### config.mk
export PLATFORM = sky130hd
export DESIGN_NAME = next_fit_id_allocator_core
export DESIGN_NICKNAME = d
export VERILOG_FILES = /design/src/sv/nfa_pkg.sv /design/src/sv/nfa_map_mem.sv /design/src/sv/next_fit_id_allocator_core.sv
export SDC_FILE = /design/constraint.sdc
export NUM_CORES = 2
export LEC_CHECK = 0
export ABC_AREA = 1
export BUFFER_PORTS_ARGS = -buffer_cell sky130_fd_sc_hd__clkbuf_2
export CAP_MARGIN = 20
export CORE_UTILIZATION = 40
export CTS_BUF_LIST = sky130_fd_sc_hd__clkbuf_4 sky130_fd_sc_hd__clkbuf_8 sky130_fd_sc_hd__clkbuf_16
export CTS_CLUSTER_DIAMETER = 100
export DETAILED_ROUTE_END_ITERATION = 6
export PLACE_DENSITY_LB_ADDON = 0.08
export SLEW_MARGIN = 30
export SYNTH_ARGS = -nofsm -noshare
export SYNTH_HDL_FRONTEND = slang
export SYNTH_SLANG_ARGS = --single-unit
### constraint.sdc
create_clock -name i_clk -period 6.8 [get_ports i_clk]
set_clock_uncertainty 0.2 [all_clocks]
set_input_delay 1.02 -clock i_clk [delete_from_list [all_inputs] [get_ports i_clk]]
set_output_delay 1.02 -clock i_clk [all_outputs]
set_load 0.01 [all_outputs]
### src/sv/nfa_pkg.sv
// Shared types, constants and helper functions for the next-fit ID allocator.
// Used by nfa_map_mem and next_fit_id_allocator_core; no dependencies.

package nfa_pkg;

    // Pool geometry: one bit per identifier, grouped into words.
    localparam int POOL_SIZE = 1024;
    localparam int ID_W      = 10;
    localparam int WORD_W    = 32;
    localparam int WORD_CNT  = POOL_SIZE / WORD_W;
    localparam int ADDR_W    = $clog2(WORD_CNT);
    localparam int BIT_W     = $clog2(WORD_W);
    localparam int STEP_W    = $clog2(WORD_CNT + 1);

    // A scan reads every word once and then the start word again.
    localparam logic [STEP_W-1:0] LAST_STEP = STEP_W'(WORD_CNT);

    // Identifiers whose low byte matches this code are permanently reserved.
    localparam logic [7:0] RESV_CODE = 8'h0D;
    localparam logic [ID_W-1:0] FIRST_ID = ID_W'(1);

    // Request kinds.
    typedef enum logic [1:0] {
        KIND_ALLOC   = 2'd0,
        KIND_RELEASE = 2'd1,
        KIND_RESET   = 2'd2
    } t_kind;

    // Result status codes.
    typedef enum logic [1:0] {
        ST_DONE      = 2'd0,
        ST_EXHAUSTED = 2'd1,
        ST_RANGE     = 2'd2
    } t_status;

    // Controller states.
    typedef enum logic [1:0] {
        S_IDLE,
        S_SCAN,
        S_REL
    } t_state;

    // Access bundle from the controller to the map memory.
    typedef struct packed {
        logic              rd_en;
        logic [ADDR_W-1:0] rd_addr;
        logic              wr_en;
        logic [ADDR_W-1:0] wr_addr;
        logic [WORD_W-1:0] wr_data;
        logic              clear;
    } t_mem_req;

    // Power-on contents of one map word: reserved identifiers are marked used.
    function automatic logic [WORD_W-1:0] resv_word(input logic [ADDR_W-1:0] addr);
        logic [WORD_W-1:0] w;
        logic [ID_W-1:0]   id;
        w = '0;
        for (int b = 0; b < WORD_W; b++) begin
            id   = ID_W'({addr, BIT_W'(b)});
            w[b] = (id[7:0] == RESV_CODE);
        end
        return w;
    endfunction

    // Index of the lowest set bit; the caller checks that some bit is set.
    function automatic logic [BIT_W-1:0] first_set(input logic [WORD_W-1:0] v);
        logic [BIT_W-1:0] idx;
        idx = '0;
        for (int b = WORD_W - 1; b >= 0; b--) begin
            if (v[b]) begin
                idx = BIT_W'(b);
            end
        end
        return idx;
    endfunction

endpackage

### src/sv/nfa_map_mem.sv
// Used/free bitmap storage: a word-wide synchronous RAM plus one valid flag per word.
// A word whose flag is clear reads as its power-on pattern. Depends on nfa_pkg.

module nfa_map_mem import nfa_pkg::*; (
    input  logic              i_clk,
    input  logic              i_rst_n,
    input  t_mem_req          i_req,
    output logic [WORD_W-1:0] o_rd_word
);

    logic [WORD_W-1:0]   r_mem [WORD_CNT];
    logic [WORD_W-1:0]   r_rd_data;
    logic [ADDR_W-1:0]   r_rd_addr;
    logic [WORD_CNT-1:0] r_valid;

    // Memory array: one write port, one registered read port.
    always_ff @(posedge i_clk) begin
        if (i_req.wr_en) begin
            r_mem[i_req.wr_addr] <= i_req.wr_data;
        end
        if (i_req.rd_en) begin
            r_rd_data <= r_mem[i_req.rd_addr];
            r_rd_addr <= i_req.rd_addr;
        end
    end

    // Valid flags: cleared by reset or a pool reset, set when a word is written.
    always_ff @(posedge i_clk) begin
        if (!i_rst_n) begin
            r_valid <= '0;
        end else if (i_req.clear) begin
            r_valid <= '0;
        end else if (i_req.wr_en) begin
            r_valid[i_req.wr_addr] <= 1'b1;
        end
    end

    // Words never written since the last clear show their reserved pattern.
    assign o_rd_word = r_valid[r_rd_addr] ? r_rd_data : resv_word(r_rd_addr);

endmodule

### src/sv/next_fit_id_allocator_core.sv
// Next-fit identifier allocator: a request starts when start is high and busy is low,
// and its one result appears for a single cycle with o_done high; the receiver cannot
// stall it, so it must take every result. An allocate reads 32-bit map words from the
// bitmap RAM one after another, starting at the word that holds the identifier after
// the cursor and ending at the first word holding a free identifier; the start word is
// checked a second time, below the start bit, when no free identifier was found before.
// A release reads and rewrites one word for its read-modify-write; a pool reset, an
// out-of-range release and kind 3 finish from idle without raising busy. The result
// shows the cycle after the item's last busy cycle. A pool reset takes effect
// at once through per-word valid flags, so there is no clearing pass after reset.
// Depends on nfa_pkg and nfa_map_mem.

module next_fit_id_allocator_core import nfa_pkg::*; (
    input  logic            i_clk,
    input  logic            i_rst_n,
    input  logic            start,
    output logic            busy,
    input  logic [1:0]      i_kind,
    input  logic [ID_W-1:0] i_req_id,
    output logic            o_done,
    output logic [ID_W-1:0] o_granted_id,
    output logic [1:0]      o_status
);

    t_state            r_state, n_state;
    logic [STEP_W-1:0] r_step, n_step;
    logic [ADDR_W-1:0] r_word, n_word;
    logic [BIT_W-1:0]  r_start_bit, n_start_bit;
    logic [ID_W-1:0]   r_cursor, n_cursor;
    logic [ID_W-1:0]   r_rel_id, n_rel_id;
    logic              r_done, n_done;
    logic [ID_W-1:0]   r_gid, n_gid;
    t_status           r_status, n_status;

    t_mem_req          mem_req;
    logic [WORD_W-1:0] rd_word;
    logic [WORD_W-1:0] scan_mask;
    logic [WORD_W-1:0] free_bits;
    logic [BIT_W-1:0]  free_idx;
    logic [ID_W-1:0]   start_id;
    logic              rel_in_range;

    nfa_map_mem u_map (
        .i_clk    (i_clk),
        .i_rst_n  (i_rst_n),
        .i_req    (mem_req),
        .o_rd_word(rd_word)
    );

    // The scan begins just past the cursor; the 10-bit wrap lands on identifier 0,
    // which the word mask always excludes.
    assign start_id     = r_cursor + FIRST_ID;
    assign rel_in_range = (i_req_id >= FIRST_ID) && (32'(i_req_id) < POOL_SIZE);

    // First pass over the start word looks at and above the start bit, the closing
    // pass below it, and identifier 0 is never a candidate.
    always_comb begin
        if (r_step == '0) begin
            scan_mask = {WORD_W{1'b1}} << r_start_bit;
        end else if (r_step == LAST_STEP) begin
            scan_mask = ~({WORD_W{1'b1}} << r_start_bit);
        end else begin
            scan_mask = {WORD_W{1'b1}};
        end
        if (r_word == '0) begin
            scan_mask[0] = 1'b0;
        end
    end

    assign free_bits = ~rd_word & scan_mask;
    assign free_idx  = first_set(free_bits);

    // Next state, memory accesses and result.
    always_comb begin
        n_state     = r_state;
        n_step      = r_step;
        n_word      = r_word;
        n_start_bit = r_start_bit;
        n_cursor    = r_cursor;
        n_rel_id    = r_rel_id;
        n_done      = 1'b0;
        n_gid       = r_gid;
        n_status    = r_status;
        mem_req     = '0;

        unique case (r_state)
            S_IDLE: begin
                if (start) begin
                    unique case (t_kind'(i_kind))
                        KIND_ALLOC: begin
                            mem_req.rd_en   = 1'b1;
                            mem_req.rd_addr = start_id[ID_W-1:BIT_W];
                            n_word          = start_id[ID_W-1:BIT_W];
                            n_start_bit     = start_id[BIT_W-1:0];
                            n_step          = '0;
                            n_state         = S_SCAN;
                        end
                        KIND_RELEASE: begin
                            if (rel_in_range) begin
                                mem_req.rd_en   = 1'b1;
                                mem_req.rd_addr = i_req_id[ID_W-1:BIT_W];
                                n_rel_id        = i_req_id;
                                n_state         = S_REL;
                            end else begin
                                n_done   = 1'b1;
                                n_gid    = '0;
                                n_status = ST_RANGE;
                            end
                        end
                        KIND_RESET: begin
                            mem_req.clear = 1'b1;
                            n_cursor      = FIRST_ID;
                            n_done        = 1'b1;
                            n_gid         = '0;
                            n_status      = ST_DONE;
                        end
                        default: begin
                            n_done   = 1'b1;
                            n_gid    = '0;
                            n_status = ST_DONE;
                        end
                    endcase
                end
            end

            S_SCAN: begin
                if (free_bits != '0) begin
                    // Grant the lowest free identifier in this word.
                    mem_req.wr_en   = 1'b1;
                    mem_req.wr_addr = r_word;
                    mem_req.wr_data = rd_word | (WORD_W'(1) << free_idx);
                    n_cursor        = {r_word, free_idx};
                    n_done          = 1'b1;
                    n_gid           = {r_word, free_idx};
                    n_status        = ST_DONE;
                    n_state         = S_IDLE;
                end else if (r_step == LAST_STEP) begin
                    n_done   = 1'b1;
                    n_gid    = '0;
                    n_status = ST_EXHAUSTED;
                    n_state  = S_IDLE;
                end else begin
                    // Fetch the following word, wrapping around the map.
                    mem_req.rd_en   = 1'b1;
                    mem_req.rd_addr = r_word + ADDR_W'(1);
                    n_word          = r_word + ADDR_W'(1);
                    n_step          = r_step + STEP_W'(1);
                end
            end

            S_REL: begin
                // Reserved identifiers stay used; anything else is freed.
                mem_req.wr_en   = 1'b1;
                mem_req.wr_addr = r_rel_id[ID_W-1:BIT_W];
                if (r_rel_id[7:0] == RESV_CODE) begin
                    mem_req.wr_data = rd_word;
                end else begin
                    mem_req.wr_data = rd_word & ~(WORD_W'(1) << r_rel_id[BIT_W-1:0]);
                end
                n_done   = 1'b1;
                n_gid    = '0;
                n_status = ST_DONE;
                n_state  = S_IDLE;
            end

            default: begin
                n_state = S_IDLE;
            end
        endcase
    end

    // Control registers.
    always_ff @(posedge i_clk) begin
        if (!i_rst_n) begin
            r_state  <= S_IDLE;
            r_cursor <= FIRST_ID;
            r_done   <= 1'b0;
        end else begin
            r_state  <= n_state;
            r_cursor <= n_cursor;
            r_done   <= n_done;
        end
    end

    // Scan bookkeeping and result payload.
    always_ff @(posedge i_clk) begin
        r_step      <= n_step;
        r_word      <= n_word;
        r_start_bit <= n_start_bit;
        r_rel_id    <= n_rel_id;
        r_gid       <= n_gid;
        r_status    <= n_status;
    end

    assign busy         = (r_state != S_IDLE);
    assign o_done       = r_done;
    assign o_granted_id = r_gid;
    assign o_status     = r_status;

    // A granted identifier is never zero's slot or a reserved one.
    a_grant_not_reserved: assert property (@(posedge i_clk) disable iff (!i_rst_n)
        (o_done && o_granted_id != '0) |-> (o_granted_id[7:0] != RESV_CODE))
        else $error("granted a reserved identifier");

    // Only a successful allocate returns a nonzero identifier.
    a_grant_status: assert property (@(posedge i_clk) disable iff (!i_rst_n)
        (o_done && o_granted_id != '0) |-> (o_status == ST_DONE))
        else $error("nonzero identifier with failing status");

    // The cursor follows the identifier just granted.
    a_cursor_follows: assert property (@(posedge i_clk) disable iff (!i_rst_n)
        (o_done && o_granted_id != '0) |-> (r_cursor == o_granted_id))
        else $error("cursor does not match granted identifier");

    // The map is written only while a request is being worked on.
    a_write_when_busy: assert property (@(posedge i_clk) disable iff (!i_rst_n)
        mem_req.wr_en |-> (r_state == S_SCAN || r_state == S_REL))
        else $error("map write outside scan or release");

    // A scan never runs past its closing pass.
    a_step_bound: assert property (@(posedge i_clk) disable iff (!i_rst_n)
        (r_state == S_SCAN) |-> (r_step <= LAST_STEP))
        else $error("scan step out of range");

endmodule

==> results.sh <==
export IMPL_outcome="finished clean"
export IMPL_p_int_mw=12.32
export IMPL_num_io_pins=29
export IMPL_finalSetupViolations=0
export IMPL_ys_async_sr_fraction=0
export IMPL_hold_class="register to register"
export IMPL_first_global_vias=29700
export IMPL_power_switching_mw=4.623
export IMPL_cts_tree="done"
export IMPL_seqCellArea_um2=33900
export IMPL_grt_pass1_wl_um=214500
export IMPL_numPortBuffers=28
export IMPL_ys_warn_count=0
export IMPL_die_y_um=344.5
export IMPL_ys_top_cells_by_count="edfxtp_1 (1,099), nor2_1 (744), o21ai_0 (466)"
export IMPL_ys_top_cells_by_area="edfxtp_1 (70%), nor2_1 (6.0%), o21ai_0 (5.0%)"
export IMPL_clkPwrFrac=0.368
export IMPL_ant_nets=0
export IMPL_vias=31120
export IMPL_antenna_found_initial=1
export IMPL_gp_congestion=0.9619
export IMPL_cts_clk_slew_worst_paths_ps=60
export IMPL_period_share=0.8812
export IMPL_synth_fp_nets=3774
export IMPL_tightest_slew_ps=969.6
export IMPL_placementRows=125
export IMPL_startpoint_type="register"
export IMPL_hold_viol_final=0
export IMPL_fp_coreArea_um2=116200
export IMPL_drv_cap=0
export IMPL_arrival_ps=6230
export IMPL_whs_ps=268.8
export IMPL_avgViaCountPerCell=5.765
export IMPL_fillers=10570
export IMPL_post_drt_wl_per_cell_um=27.62
export IMPL_highest_layer="met4"
export IMPL_die_area_um2=118700
export IMPL_slew_violations=0
export IMPL_drtIter0Drc=3025
export IMPL_firstDrtPassIters=5
export IMPL_power_density_nw_per_um2=318.2
export IMPL_ys_ff_latch=1144
export IMPL_clock_latency_ps=720
export IMPL_grt_total_usage=0.2508
export IMPL_power_frac_comb=0.141
export IMPL_nets=3803
export IMPL_hpwl_um=81390
export IMPL_max_vdd_ir_drop_mv=0.2028
export IMPL_h_tree_depth=3
export IMPL_maxSlewHeadroom=0.3521
export IMPL_syn2layout_area_growth_pct=13.52
export IMPL_synth_edf_count=1099
export IMPL_fmax_mhz=166.9
export IMPL_chipWidth_um=344.5
export IMPL_dr_wl_met2_um=71600
export IMPL_swShare=0.2728
export IMPL_met1_length_um=65880
export IMPL_cts_resized=0
export IMPL_overflow=0
export IMPL_rsz0062_at_grt="false"
export IMPL_placed_area_um2=49560
export IMPL_hold_buffers=0
export IMPL_synth_largest_area_cell="edfxtp_1"
export IMPL_p_leak_nw=16.39
export IMPL_seq_power_share=0.491
export IMPL_crit_path_max_fanout=123
export IMPL_syn_inst=3750
export IMPL_wirelength_um=149100
export IMPL_p_total_mw=16.95
export IMPL_start_util=0.4038
export IMPL_postCtsSetupBuffers=0
export IMPL_cts_root_buffer="clkbuf_16"
export IMPL_cp_required_ps=7040
export IMPL_syn_area_um2=46920
export IMPL_grt_max_degree=157
export IMPL_critical_path_class="register to register"
export IMPL_multiInputGateArea_um2=11880
export IMPL_layout_drive_gt1_share=0.1218
export IMPL_synth_most_common_cell="edfxtp_1"
export IMPL_cp_end_kind="register"
export IMPL_stdcell_area_um2=53260
export IMPL_cts_buffers_inserted=119
export IMPL_synth_top_area_share=0.7034
export IMPL_post_route_min_period_ps=5992
export IMPL_met3_length_um=7957
export IMPL_synth_seq_area_share=0.7226
export IMPL_cts_sink_count=1144
export IMPL_syn_avg_cell_area_um2=12.51
export IMPL_cts_buffer_depth=3
export IMPL_ys_types=52
export IMPL_tns_ps=0
export IMPL_ys_flop_type="edfxtp_1"
export IMPL_drc=0
[worst max-delay path, cell delays in order, from the launching register on]
cell,delay (ps)
edfxtp_1,680
inv_6,250
nand2_1,80
nand3_1,70
nand3_1,80
nand2_1,80
nand2_1,60
nand3_2,90
and2_4,490
nand2_1,260
o211ai_1,170
nand2_1,130
nor2_1,200
nand2_2,120
nor2_2,110
nand2_2,110
nor2_4,130
inv_2,120
o21ai_4,460
inv_8,380
buf_12,420
o21ai_1,140
o22ai_1,90
o211ai_1,200
nand2_1,80
nor2_1,240
a31oi_1,70
[flip-flops by register name (all words and copies together), names as in the netlist, 6 cells and up]
register,flops
o_granted_id,10
r_cursor,10
r_rel_id,10
r_step,6
u_map.r_mem,1024
u_map.r_rd_data,32
u_map.r_valid,32
[path summary, 6_finish.rpt]
path / startpoint / end / slack (ps) / depth (start not counted)
max: u_map.r_rd_addr[0]$_DFFE_PP_ / u_map.r_rd_data[28]$_DFFE_PP_ / 810 / 26
max reg2reg: u_map.r_rd_addr[0]$_DFFE_PP_ / u_map.r_rd_data[28]$_DFFE_PP_ / 810 / 26
min: r_cursor[4]$_SDFFE_PN0P_ / r_cursor[4]$_SDFFE_PN0P_ / 270 / 2
min reg2reg: r_cursor[4]$_SDFFE_PN0P_ / r_cursor[4]$_SDFFE_PN0P_ / 270 / 2
[power by group through the flow]
stage | registers, mW | clock network (mW) | logic (mW)
3_5_place_dp | 8.46 | 0 | 2.40
6_report | 8.32 | 6.23 | 2.39
3_3_place_gp | 8.46 | 0 | 2.40
5_1_grt | 8.34 | 6.61 | 2.60
2_1_floorplan | 8.42 | 0 | 1.41
4_1_cts | 8.31 | 6.35 | 2.40
[cell usage in the layout, fill, tap and decap left out, types with 32 or more instances in the layout]
| master | instances |
|---|---|
| nor2_4 | 37 |
| clkbuf_4 | 35 |
| inv_1 | 81 |
| o21ai_1 | 106 |
| o22ai_1 | 129 |
| a31oi_1 | 39 |
| nor2_1 | 708 |
| dfxtp_1 | 45 |
| nand3_1 | 71 |
| clkbuf_16 | 121 |
| nand2_1 | 245 |
| o21ai_0 | 466 |
| o211ai_1 | 148 |
| o221ai_1 | 128 |
| edfxtp_1 | 1099 |
| a21oi_1 | 32 |
| buf_4 | 116 |
[stage by stage]
step	std cells	worst slack, ps	utilization
3_3_place_gp	5182	910.1	0.4264
4_1_cts	5398	867.7	0.4583
3_5_place_dp	5182	868.1	0.4265
5_1_grt	5398	361.7	0.4583
6_report	5399	807.7	0.4583
2_1_floorplan	3750	1943	-
[logic make-up after synthesis]
family,after synthesis,synth area share
xor+xnor,8,0.001493
simple gates,1123,0.09600
buf+inv,352,0.03328
flops,1144,0.7226
fa+ha+maj,9,0.002400
compound gates,1114,0.1442
[per-layer routing]
| layer | global-route usage | vias up |
|---|---|---|
| met2 | 0.4127 | 936 |
| met3 | 0.03775 | 219 |
| met5 | 0 | - |
| met1 | 0.3475 | 15850 |
| met4 | 0.06342 | 0 |
| li1 | - | 14120 |
[final cells by class]
type / count / share of cell area
antenna: 1 / 0.00004698
timing repair buffer: 168 / 0.02800
clock inverter: 55 / 0.006413
inverter: 92 / 0.007118
clock buffer: 161 / 0.06308
multi-input combinational: 2254 / 0.2230
sequential: 1144 / 0.6365
tap: 1524 / 0.03580
Power figures use the tool's default switching activity.
